--- src/hw/rtl/rfc_pkg.sv ---
package rfc_pkg;

    localparam int MAX_COLS  = 64;
    localparam int MAX_ROWS  = 64;
    localparam int COL_W     = 6;
    localparam int ROW_W     = 6;
    localparam int DIM_W     = 7;
    localparam int RAND_W    = 31;
    localparam int CNT_W     = 13;
    localparam int IDX_W     = 12;
    localparam int STEP_W    = 5;

    localparam logic [CNT_W-1:0] COUNT_MAX = '1;

    // configuration register indexes
    localparam logic REG_COLS = 1'b0;
    localparam logic REG_ROWS = 1'b1;

    typedef struct packed {
        logic             done;
        logic [COL_W-1:0] col;
        logic [ROW_W-1:0] row;
    } mod_res_t;

    // lowest set bit of a row word
    function automatic logic [COL_W-1:0] first_set(input logic [MAX_COLS-1:0] w);
        logic [COL_W-1:0] pos;
        pos = '0;
        for (int i = MAX_COLS - 1; i >= 0; i--) begin
            if (w[i]) begin
                pos = COL_W'(i);
            end
        end
        return pos;
    endfunction

endpackage

--- src/hw/rtl/rfc_ram.sv ---
module rfc_ram #(
    parameter int WIDTH = 64,
    parameter int DEPTH = 64
) (
    input  logic                     aclk,
    input  logic                     wr_en,
    input  logic [$clog2(DEPTH)-1:0] wr_addr,
    input  logic [WIDTH-1:0]         wr_data,
    input  logic [$clog2(DEPTH)-1:0] rd_addr,
    output logic [WIDTH-1:0]         rd_data
);

    logic [WIDTH-1:0] mem [DEPTH];
    logic [WIDTH-1:0] rd_data_reg;

    always_ff @(posedge aclk) begin
        if (wr_en) begin
            mem[wr_addr] <= wr_data;
        end
        rd_data_reg <= mem[rd_addr];
    end

    assign rd_data = rd_data_reg;

endmodule

--- src/hw/rtl/rfc_mod.sv ---
module rfc_mod
    import rfc_pkg::*;
(
    input  logic              aclk,
    input  logic              aresetn,
    input  logic              start,
    input  logic [RAND_W-1:0] rand_col,
    input  logic [RAND_W-1:0] rand_row,
    input  logic [DIM_W-1:0]  cols,
    input  logic [DIM_W-1:0]  rows,
    output mod_res_t          res
);

    // restoring remainder, one dividend bit per cycle on both lanes
    logic              busy_reg, busy_next;
    logic              done_reg, done_next;
    logic [STEP_W-1:0] step_reg, step_next;
    logic [RAND_W-1:0] a_reg, a_next;
    logic [RAND_W-1:0] b_reg, b_next;
    logic [DIM_W-1:0]  da_reg, da_next;
    logic [DIM_W-1:0]  db_reg, db_next;
    logic [COL_W-1:0]  ra_reg, ra_next;
    logic [ROW_W-1:0]  rb_reg, rb_next;
    logic [DIM_W-1:0]  ta, tb;

    always_comb begin
        busy_next = busy_reg;
        done_next = 1'b0;
        step_next = step_reg;
        a_next    = a_reg;
        b_next    = b_reg;
        da_next   = da_reg;
        db_next   = db_reg;
        ra_next   = ra_reg;
        rb_next   = rb_reg;
        ta        = {ra_reg, a_reg[RAND_W-1]};
        tb        = {rb_reg, b_reg[RAND_W-1]};
        if (start) begin
            busy_next = 1'b1;
            step_next = '0;
            a_next    = rand_col;
            b_next    = rand_row;
            da_next   = cols;
            db_next   = rows;
            ra_next   = '0;
            rb_next   = '0;
        end else if (busy_reg) begin
            a_next  = {a_reg[RAND_W-2:0], 1'b0};
            b_next  = {b_reg[RAND_W-2:0], 1'b0};
            ra_next = (ta >= da_reg) ? COL_W'(ta - da_reg) : COL_W'(ta);
            rb_next = (tb >= db_reg) ? ROW_W'(tb - db_reg) : ROW_W'(tb);
            step_next = step_reg + STEP_W'(1);
            if (step_reg == STEP_W'(RAND_W - 1)) begin
                busy_next = 1'b0;
                done_next = 1'b1;
            end
        end
    end

    always_ff @(posedge aclk) begin
        if (!aresetn) begin
            busy_reg <= 1'b0;
            done_reg <= 1'b0;
            step_reg <= '0;
        end else begin
            busy_reg <= busy_next;
            done_reg <= done_next;
            step_reg <= step_next;
        end
        a_reg  <= a_next;
        b_reg  <= b_next;
        da_reg <= da_next;
        db_reg <= db_next;
        ra_reg <= ra_next;
        rb_reg <= rb_next;
    end

    assign res.done = done_reg;
    assign res.col  = ra_reg;
    assign res.row  = rb_reg;

endmodule

--- src/hw/rtl/random_start_free_cell_allocator_top.sv ---
// channel | ports                        | contents (low bit up)
// input   | s_tvalid s_tready s_tdata    | tdata: rand_col[30:0], rand_row[61:31]
//         | s_tuser                      | tuser: clear_first
// result  | m_tvalid m_tready m_tdata    | tdata: cell_col[5:0], cell_row[11:6],
//         | m_tuser                      |        order_index[23:12]; tuser: status
// config  | cfg_wr_en cfg_index cfg_wdata| index 0 cols_in_use, 1 rows_in_use
//
// one item at a time: the accept, the start cell remainders (one bit per
// cycle), then a read and a check state per occupancy row of the map ram,
// up to rows+1 rows, then the result goes to the output register.
// reset clears the per-row valid bits at once, so the map reads as empty with
// no clearing pass; clear_first does the same on accept.
// a waiting result holds in the output register while the next item is taken.
module random_start_free_cell_allocator_top
    import rfc_pkg::*;
(
    input  logic             aclk,
    input  logic             aresetn,
    input  logic             s_tvalid,
    output logic             s_tready,
    input  logic [63:0]      s_tdata,   // rand_col, rand_row, zero pad
    input  logic             s_tuser,   // clear_first
    output logic             m_tvalid,
    input  logic             m_tready,
    output logic [23:0]      m_tdata,   // cell_col, cell_row, order_index
    output logic             m_tuser,   // status
    input  logic             cfg_wr_en,
    input  logic             cfg_index,
    input  logic [DIM_W-1:0] cfg_wdata
);

    typedef enum logic [4:0] {
        ST_IDLE = 5'b00001,
        ST_DIV  = 5'b00010,
        ST_RD   = 5'b00100,
        ST_CHK  = 5'b01000,
        ST_PUSH = 5'b10000
    } state_t;

    state_t state_reg, state_next;

    logic [DIM_W-1:0]    cols_reg, cols_next;
    logic [DIM_W-1:0]    rows_reg, rows_next;
    logic [DIM_W-1:0]    cols, rows;
    logic [MAX_ROWS-1:0] valid_reg, valid_next;
    logic [CNT_W-1:0]    count_reg, count_next;

    logic [COL_W-1:0]    lo_reg, lo_next;
    logic [COL_W-1:0]    start_x_reg, start_x_next;
    logic [ROW_W-1:0]    y_reg, y_next;
    logic [DIM_W-1:0]    pass_reg, pass_next;

    logic [COL_W-1:0]    res_col_reg, res_col_next;
    logic [ROW_W-1:0]    res_row_reg, res_row_next;
    logic [IDX_W-1:0]    res_idx_reg, res_idx_next;
    logic                res_full_reg, res_full_next;

    logic                m_tvalid_reg, m_tvalid_next;
    logic [23:0]         m_tdata_reg, m_tdata_next;
    logic                m_tuser_reg, m_tuser_next;

    logic                in_acc;
    mod_res_t            mres;

    logic                ram_we;
    logic [MAX_COLS-1:0] ram_wdata, ram_rdata;
    logic [MAX_COLS-1:0] word, col_mask, lo_mask, tail_mask, free_mask;
    logic [COL_W-1:0]    pos;
    logic [DIM_W-1:0]    y_inc;

    // zero reads as one, above the limit as the limit
    assign cols = (cols_reg == '0) ? DIM_W'(1) :
                  (cols_reg > DIM_W'(MAX_COLS)) ? DIM_W'(MAX_COLS) : cols_reg;
    assign rows = (rows_reg == '0) ? DIM_W'(1) :
                  (rows_reg > DIM_W'(MAX_ROWS)) ? DIM_W'(MAX_ROWS) : rows_reg;

    assign s_tready = (state_reg == ST_IDLE);
    assign in_acc   = s_tvalid && s_tready;

    rfc_mod u_mod (
        .aclk     (aclk),
        .aresetn  (aresetn),
        .start    (in_acc),
        .rand_col (s_tdata[RAND_W-1:0]),
        .rand_row (s_tdata[2*RAND_W-1:RAND_W]),
        .cols     (cols),
        .rows     (rows),
        .res      (mres)
    );

    rfc_ram #(
        .WIDTH (MAX_COLS),
        .DEPTH (MAX_ROWS)
    ) u_map (
        .aclk    (aclk),
        .wr_en   (ram_we),
        .wr_addr (y_reg),
        .wr_data (ram_wdata),
        .rd_addr (y_reg),
        .rd_data (ram_rdata)
    );

    // free cells of the current row that this pass may take
    always_comb begin
        word      = valid_reg[y_reg] ? ram_rdata : '0;
        col_mask  = (cols == DIM_W'(MAX_COLS)) ? '1 :
                    ((MAX_COLS'(1) << cols[COL_W-1:0]) - MAX_COLS'(1));
        lo_mask   = {MAX_COLS{1'b1}} << lo_reg;
        tail_mask = (pass_reg == rows) ?
                    ((MAX_COLS'(1) << start_x_reg) - MAX_COLS'(1)) : '1;
        free_mask = ~word & col_mask & lo_mask & tail_mask;
        pos       = first_set(free_mask);
        ram_wdata = word | (MAX_COLS'(1) << pos);
        y_inc     = DIM_W'(y_reg) + DIM_W'(1);
    end

    always_comb begin
        state_next    = state_reg;
        cols_next     = cols_reg;
        rows_next     = rows_reg;
        valid_next    = valid_reg;
        count_next    = count_reg;
        lo_next       = lo_reg;
        start_x_next  = start_x_reg;
        y_next        = y_reg;
        pass_next     = pass_reg;
        res_col_next  = res_col_reg;
        res_row_next  = res_row_reg;
        res_idx_next  = res_idx_reg;
        res_full_next = res_full_reg;
        m_tvalid_next = m_tvalid_reg;
        m_tdata_next  = m_tdata_reg;
        m_tuser_next  = m_tuser_reg;
        ram_we        = 1'b0;

        if (cfg_wr_en) begin
            case (cfg_index)
                REG_COLS: cols_next = cfg_wdata;
                REG_ROWS: rows_next = cfg_wdata;
                default:  ;
            endcase
        end

        if (m_tvalid_reg && m_tready) begin
            m_tvalid_next = 1'b0;
        end

        case (state_reg)
            ST_IDLE: begin
                if (in_acc) begin
                    if (s_tuser) begin
                        valid_next = '0;
                        count_next = '0;
                    end
                    state_next = ST_DIV;
                end
            end
            ST_DIV: begin
                if (mres.done) begin
                    start_x_next = mres.col;
                    lo_next      = mres.col;
                    y_next       = mres.row;
                    pass_next    = '0;
                    state_next   = ST_RD;
                end
            end
            ST_RD: begin
                state_next = ST_CHK;
            end
            ST_CHK: begin
                if (free_mask != '0) begin
                    ram_we              = 1'b1;
                    valid_next[y_reg]   = 1'b1;
                    res_col_next        = pos;
                    res_row_next        = y_reg;
                    res_idx_next        = count_reg[IDX_W-1:0];
                    res_full_next       = 1'b0;
                    if (count_reg != COUNT_MAX) begin
                        count_next = count_reg + CNT_W'(1);
                    end
                    state_next = ST_PUSH;
                end else if (pass_reg == rows) begin
                    res_col_next  = '0;
                    res_row_next  = '0;
                    res_idx_next  = '0;
                    res_full_next = 1'b1;
                    state_next    = ST_PUSH;
                end else begin
                    // on to the next row, wrapping to row 0
                    pass_next  = pass_reg + DIM_W'(1);
                    lo_next    = '0;
                    y_next     = (y_inc == rows) ? '0 : y_inc[ROW_W-1:0];
                    state_next = ST_RD;
                end
            end
            ST_PUSH: begin
                if (!m_tvalid_reg || m_tready) begin
                    m_tvalid_next = 1'b1;
                    m_tdata_next  = {res_idx_reg, res_row_reg, res_col_reg};
                    m_tuser_next  = res_full_reg;
                    state_next    = ST_IDLE;
                end
            end
            default: begin
                state_next = ST_IDLE;
            end
        endcase
    end

    always_ff @(posedge aclk) begin
        if (!aresetn) begin
            state_reg    <= ST_IDLE;
            cols_reg     <= DIM_W'(64);
            rows_reg     <= DIM_W'(36);
            valid_reg    <= '0;
            count_reg    <= '0;
            m_tvalid_reg <= 1'b0;
        end else begin
            state_reg    <= state_next;
            cols_reg     <= cols_next;
            rows_reg     <= rows_next;
            valid_reg    <= valid_next;
            count_reg    <= count_next;
            m_tvalid_reg <= m_tvalid_next;
        end
        lo_reg       <= lo_next;
        start_x_reg  <= start_x_next;
        y_reg        <= y_next;
        pass_reg     <= pass_next;
        res_col_reg  <= res_col_next;
        res_row_reg  <= res_row_next;
        res_idx_reg  <= res_idx_next;
        res_full_reg <= res_full_next;
        m_tdata_reg  <= m_tdata_next;
        m_tuser_reg  <= m_tuser_next;
    end

    assign m_tvalid = m_tvalid_reg;
    assign m_tdata  = m_tdata_reg;
    assign m_tuser  = m_tuser_reg;

endmodule
--- config.mk ---
export PLATFORM = sky130hd
export DESIGN_NAME = random_start_free_cell_allocator_top
export DESIGN_NICKNAME = d
export VERILOG_FILES = /design/src/hw/rtl/rfc_pkg.sv /design/src/hw/rtl/rfc_ram.sv /design/src/hw/rtl/rfc_mod.sv /design/src/hw/rtl/random_start_free_cell_allocator_top.sv
export SDC_FILE = /design/constraint.sdc
export NUM_CORES = 2
export LEC_CHECK = 0
export BUFFER_PORTS_ARGS = -buffer_cell sky130_fd_sc_hd__buf_2
export CORE_MARGIN = 4
export CORE_UTILIZATION = 50
export CTS_CLUSTER_DIAMETER = 200
export DETAILED_ROUTE_END_ITERATION = 10
export GPL_TIMING_DRIVEN = 1
export PLACE_DENSITY = 0.65
export REMOVE_ABC_BUFFERS = 1
export SKIP_LAST_GASP = 1
export SLEW_MARGIN = 20
export SYNTH_ARGS = -nofsm -noshare
export SYNTH_HDL_FRONTEND = slang
export SYNTH_SLANG_ARGS = --single-unit
--- constraint.sdc ---
create_clock -name aclk -period 22.3 [get_ports aclk]
set_input_delay 4.46 -clock aclk [delete_from_list [all_inputs] [get_ports aclk]]
set_output_delay 4.46 -clock aclk [all_outputs]
set_load 0.01 [all_outputs]
After elaboration in Yosys (flattened, before gate mapping) --
Memory sizes are Yosys's and may differ from the RTL's. A register that Yosys moved wholly into a read port is not among the register bits. Cells that the tools add are included.
Word-level totals: bits in registers 267, bits in writable memories 4096, bits of input ports 78, output and inout bits 27, logic and storage cells 220, memories kept 1
Cells by class: $add $sub $neg 8, order comparisons 6, eq/ne operators 18, shift-type cells 4, muxes and demuxes 126, bitwise logic cells 9, reductions and logical operators 23
Memories:
- u_map.mem | depth 64, width 64, read ports 1, clocked after Yosys merged registers in 1, wr ports 1, RTL line rfc_ram.sv:13 | logic [WIDTH-1:0] mem [DEPTH];
Operators by type and width (number):
- two-way mux 6 bit | 76
- two-way mux 64 bit | 6
- bitwise AND 64 bit | 3
- << shifter 1 x 6 -> 64 bit (first input constant) | 3
- bitwise OR 64 bit | 2
- case mux 64 bit (2 select lines) | 1
- subtractor 64 x 1 -> 64 bit (second input constant) | 2
- two-way mux 31 bit | 4
- inverter 64 bit | 1
- nonzero test 64 bit | 1
- << shifter 64 x 6 -> 64 bit (first input constant) | 1
- two-way mux 13 bit | 4
- two-way mux 7 bit | 7
- case mux 13 bit (2 select lines) | 1
- two-way mux 5 bit | 5
- case mux 5 bit (5 select lines) | 1
- two-way mux 12 bit | 2
- case mux 6 bit (2 select lines) | 2
- == test 7 bit | 2
- >= comparator 7 bit | 2
- > comparator 7 bit (second input constant) | 2
- zero test 7 bit | 2
- two-way mux 1 bit | 14
- case mux 7 bit (2 select lines) | 1
- 29 further kinds | 49

Longest topological paths before layout --
depth after elaboration 75, gate-level depth with buffers 21

Hierarchy --
Synthesis repeated with hierarchy kept, for this count alone.
Unflattened totals: cell total of the unflattened synthesis 8681, area total of the unflattened synthesis 174563.7 µm²
By module, submodules not included:
- rfc_ram | instances 1, cells each 6598, area an instance 156348.7 µm²
- random_start_free_cell_allocator_top | instances 1, cells each 1751, area an instance 13723.2 µm²
- rfc_mod | instances 1, cells each 332, area an instance 4491.8 µm²

Worst setup path before layout --
OpenSTA, ideal clock, no wires.
path type register -> register, start point register cols_reg[6], end point memory u_map.mem[0][10] (data pin), library setup time 0.730 ns, arrival 7.024 ns, path slack 14.546 ns, stages on the path, launching flop included 19, buffers on the path 5, clock period less this slack 7.754 ns, cells stage by stage dfxtp_1 -> buf_2 -> clkbuf_1 -> buf_2 -> inv_1 -> clkbuf_1 -> ha_1 -> a21boi_2 -> nand4_1 -> nor3_1 -> nand4_1 -> and4_1 -> a2111o_1 -> nor4_2 -> and4_1 -> buf_2 -> a21o_1 -> nand3_1 -> o32ai_1
On the way: word-level cells in the longest chain between the ends 75, elaborated cells between the ends (all ways) 77, classes of those cells 1 x add/sub; 1 x order compare; 1 x eq/ne; 2 x shift; 67 x mux; 4 x bitwise; 1 x reduce/logical
RTL lines:
- start: declaration | RTL line random_start_free_cell_allocator_top.sv:42 | logic [DIM_W-1:0] cols_reg, cols_next;
- start signal: assignment | RTL line random_start_free_cell_allocator_top.sv:220 | cols_reg <= cols_next;
- > comparator 7 bit | RTL line random_start_free_cell_allocator_top.sv:73 | (cols_reg > DIM_W'(MAX_COLS)) ? DIM_W'(MAX_COLS) : cols_reg;
- two-way mux 7 bit | RTL line random_start_free_cell_allocator_top.sv:73
- two-way mux 7 bit (*) | RTL line random_start_free_cell_allocator_top.sv:72 | assign cols = (cols_reg == '0) ? DIM_W'(1) :
- << shifter 1 x 6 -> 64 bit | RTL line random_start_free_cell_allocator_top.sv:107 | ((MAX_COLS'(1) << cols[COL_W-1:0]) - MAX_COLS'(1));
- subtractor 64 x 1 -> 64 bit | RTL line random_start_free_cell_allocator_top.sv:107
- two-way mux 64 bit (*) | RTL line random_start_free_cell_allocator_top.sv:106 | col_mask = (cols == DIM_W'(MAX_COLS)) ? '1 :
- bitwise AND 64 bit (*) (3 in a row) | RTL line random_start_free_cell_allocator_top.sv:111 | free_mask = ~word & col_mask & lo_mask & tail_mask;
- two-way mux 6 bit (63 in a row) | RTL line rfc_pkg.sv:30 | if (w[i]) begin
- two-way mux 6 bit (*) | RTL line rfc_pkg.sv:30
- << shifter 1 x 6 -> 64 bit (*) | RTL line random_start_free_cell_allocator_top.sv:113 | ram_wdata = word | (MAX_COLS'(1) << pos);
- bitwise OR 64 bit (*) | RTL line random_start_free_cell_allocator_top.sv:113
- named net ram_wdata[10] | RTL line random_start_free_cell_allocator_top.sv:66 | logic [MAX_COLS-1:0] ram_wdata, ram_rdata;
- end: declaration | RTL line rfc_ram.sv:13
Mark *: on every way through the listed nets, which the timed path passes. The rest lies on a longest branch.

Worst setup path after layout --
start point register y_reg[0], end point memory u_map.mem[55][42], enable pin
On the way: word-level cells in the longest chain between the ends 12
RTL lines:
- start: declaration | RTL line random_start_free_cell_allocator_top.sv:50 | logic [ROW_W-1:0] y_reg, y_next;
- start signal: assignment | RTL line random_start_free_cell_allocator_top.sv:228 | y_reg <= y_next;
- binary-select mux 1 bit (select 6 bit) | RTL line random_start_free_cell_allocator_top.sv:105 | word = valid_reg[y_reg] ? ram_rdata : '0;
- two-way mux 1 bit (not written as such) | RTL line random_start_free_cell_allocator_top.sv:105
- two-way mux 64 bit | RTL line random_start_free_cell_allocator_top.sv:105
- inverter 64 bit | RTL line random_start_free_cell_allocator_top.sv:111
- bitwise AND 64 bit (3 in a row) | RTL line random_start_free_cell_allocator_top.sv:111
- nonzero test 64 bit | RTL line random_start_free_cell_allocator_top.sv:171 | if (free_mask != '0) begin
- two-way mux 1 bit | RTL line random_start_free_cell_allocator_top.sv:171
- two-way mux 1 bit | RTL line random_start_free_cell_allocator_top.sv:148 | case (state_reg)
- two-way mux 1 bit | RTL line rfc_ram.sv:17 | if (wr_en) begin
- two-way mux 1 bit (not written as such) | RTL line rfc_ram.sv:18 | mem[wr_addr] <= wr_data;
Parallel ways exist; a longest one is shown, timed or not. The select of a mux whose other input is x is not followed.

==> metrics.yaml <==
postLayoutCoreUtil: 0.568
ys_warn_count: 0
reg2reg_slack_ns: 12.49
synth_top_area_share: 0.766
holdPathEnd: "m_tdata[0]$_DFFE_PP_"
period_share: 0.440
antenna_found_initial: 21
cts_tree: "yes"
fin_skew_ns: 0.0752
worst_hold_startpoint: "res_col_reg[0]$_SDFFCE_PN0P_"
crit_type: "reg -> reg"
cts-htree-levels: 5
holdPathStages: 0
synthArstFlopShare: 0
status: "finished, final reports clean"
drt-initial-drc-count: 18000
io_buffers: 102
rsz0062_at_grt: "false"
powerDensity_nw_per_um2: 86.2
cp-start-kind: "flip-flop"
hold_viol: 0
synth_edf_count: 4247
layout-drive-gt1-share: 0.126
routed_wl_mm: 573
clk_latency_ns: 1.00
setup_violations: 0
required_ns: 22.87
synth-seq-cells: 4427
dpl_cell_area_um2: 175000
first_pass_iters: 8
syn_area_um2: 166000
cp_max_fo: 73
holdWs_ns: 0.418
yosys-top-cells-area: "edfxtp_1 77%, a22oi_1 6.3%, dfxtp_1 2.2%"
dp_hpwl_mm: 302
cp_data_arrival_time_ns: 10.38
globalRouteOverflowTotal: 0
grt_pass1_vias: 98700
yosys.area.top_type: "edfxtp_1"
grt_max_degree: 123
start_util: 0.503
maxCapViolations: 0
path_cells: "buf_4, nor3b_2, buf_4, a221oi_1, a211oi_1, a211oi_1, nand3_2, buf_4, a221oi_1, a2111o_1, nor4_2, and3_1, a21oi_4, buf_4, nand2_1, nor2_4, buf_4, buf_4"
nets: 10200
ctsLongestPathBuffers: 4
synth_cell_types: 107
fp.dieW_um: 585
cts.sinks: 4427
design.core.area_um2: 331000
die_h_um: 585
ioPinCount: 105
syn_inst: 9881
wl_per_cell_um: 38.6
area_delta_synth_final_pct: 13.0
max_stage_delay_ns: 1.10
stdcell_area_um2: 188000
fp-row-count: 211
reg2reg_depth: 18
dieArea_um2: 342000
cts_root_buffer: "clkbuf_16"
worstSetupEndpointType: "flip-flop"
slew_violations: 0
min_period_ns: 9.81
tns_ns: 0
cts_hold_buf: 0
ys_seq_area_frac: 0.788
fillers: 24800
ant_nets: 0
leakagePower_uw: 0.0589
vias: 105000
peakVddDrop_mv: 0.0660
track_usage: 0.325
clk_pin_slew_ns: 0.06
cts_made_buffers: 428
hp-class: "reg -> reg"
layout.area.seq_um2: 131000
r2r-end: "u_map.mem[55][42]$_DFFE_PP_"
slowest_stage: "nor2_4"
largest_reg_flops: 4096
gp_congestion: 0.971
multi_input_area_um2: 33800
synth.avg_cell_area_um2: 16.8
grt_pass1_wl_mm: 783
post-cts-setup-buffer-count: 0
cts_resized: 0
slew_headroom: 0.171
drc: 0
viasPerCell: 7.06
synth-main-ff-cell: "edfxtp_1"
tightest_slew_ns: 1.24
crit-reg2reg-launch: "y_reg[0]$_DFFE_PP_"
maxClockFrequency_mhz: 102
path_common_cell: "buf_4"
[power by group]
| part | total (uW) | switching (uW) | internal (uW) |
|---|---|---|---|
| sequential | 9040 | 17.4 | 9020 |
| combinational | 188 | 125 | 62.7 |
| clock | 7000 | 3080 | 3930 |
| total | 16200 | 3220 | 13000 |
[cell usage in the layout, fill, tap and decap left out, types with 118 or more instances in the layout]
cell       instances
buf_4            360
a22o_1           337
dfxtp_1          179
inv_1            119
edfxtp_1        4247
a31oi_1          306
a21oi_1          228
nand4_1          170
clkbuf_16        433
nand2_1          358
a221oi_1         348
nor2_1           153
nand3_1          138
clkbuf_1         118
a22oi_1         1388
[synthesized netlist by cell type, types with 15 or more instances]
master    instances
buf_2            46
inv_1           121
and3_1           35
nor3_1           36
a211oi_1         32
nor2b_1          52
buf_1           113
a22o_1          337
o211ai_1        107
nand4_1         170
nor4_1           77
xor2_1           24
clkbuf_1        534
a21oi_1         228
nor2_1          222
o32ai_1          15
a31oi_1         307
a221oi_1        348
dfxtp_1         180
ha_1             21
mux2i_1          39
nand2b_1         36
o21ai_0          91
edfxtp_1       4247
a21o_1           22
o31ai_1          72
and2_1           37
a22oi_1        1388
xnor2_1          25
nand2_1         369
o221ai_1         20
nand3_1         139
a41oi_1          79
[final cells by class]
class	instances	area share
flip-flops and latches	4427	0.697
multi-input cells	4627	0.179
clock buffers	577	0.0618
well taps	4366	0.0290
repair buffers	493	0.0203
clock inverters	212	0.00990
inverters	127	0.00253
diodes	11	0.000146
[cells by family after synthesis]
| kind of cell | after synthesis | share of synthesized area |
|---|---|---|
| xor gates and xnor gates | 49 | 0.00258 |
| buffers and inverters | 827 | 0.0192 |
| AOI/OAI and AO/OA | 3232 | 0.147 |
| adders and majority gates | 23 | 0.00182 |
| muxes | 49 | 0.00329 |
| and+or+nand+nor | 1274 | 0.0388 |
| DFF | 4427 | 0.788 |
[metrics by stage]
stage	total power, uW	setup slack (ns)	std cells
after floorplan	9330	-16.17	9181
after global placement	9400	12.72	14000
after detailed placement	9400	12.89	14000
after CTS	16300	12.84	14800
after global routing	16700	12.50	14800
final	16200	12.49	14800
[worst max path at each step]
stage / depth (start not counted) / start / slack (ns) / end
global route: 18 / y_reg[0]$_DFFE_PP_ / 12.50 / u_map.mem[58][22]$_DFFE_PP_
finish: 18 / y_reg[0]$_DFFE_PP_ / 12.49 / u_map.mem[55][42]$_DFFE_PP_
detailed placement: 18 / y_reg[0]$_DFFE_PP_ / 12.89 / u_map.mem[55][63]$_DFFE_PP_
floorplan: 12 / y_reg[2]$_DFFE_PP_ / -16.17 / u_map.mem[0][42]$_DFFE_PP_
global placement: 18 / y_reg[0]$_DFFE_PP_ / 12.72 / u_map.mem[58][35]$_DFFE_PP_
CTS: 18 / y_reg[0]$_DFFE_PP_ / 12.84 / u_map.mem[55][51]$_DFFE_PP_
[critical path: cells and delay by family (launching register included)]
kind,cells,cell delay [ns]
buf+inv,6,3.45
simple gates,6,3.03
compound gates,6,2.17
flops,1,0.33
[per-layer routing]
layer  GRT usage  wire [um]  vias up
li1            -          -    41800
met1       0.449     212000    53400
met2       0.490     256000     8245
met3      0.0841      75800     1418
met4       0.146      29600        6
met5           0         41        -
No activity file was read; power rests on OpenSTA's default activity.
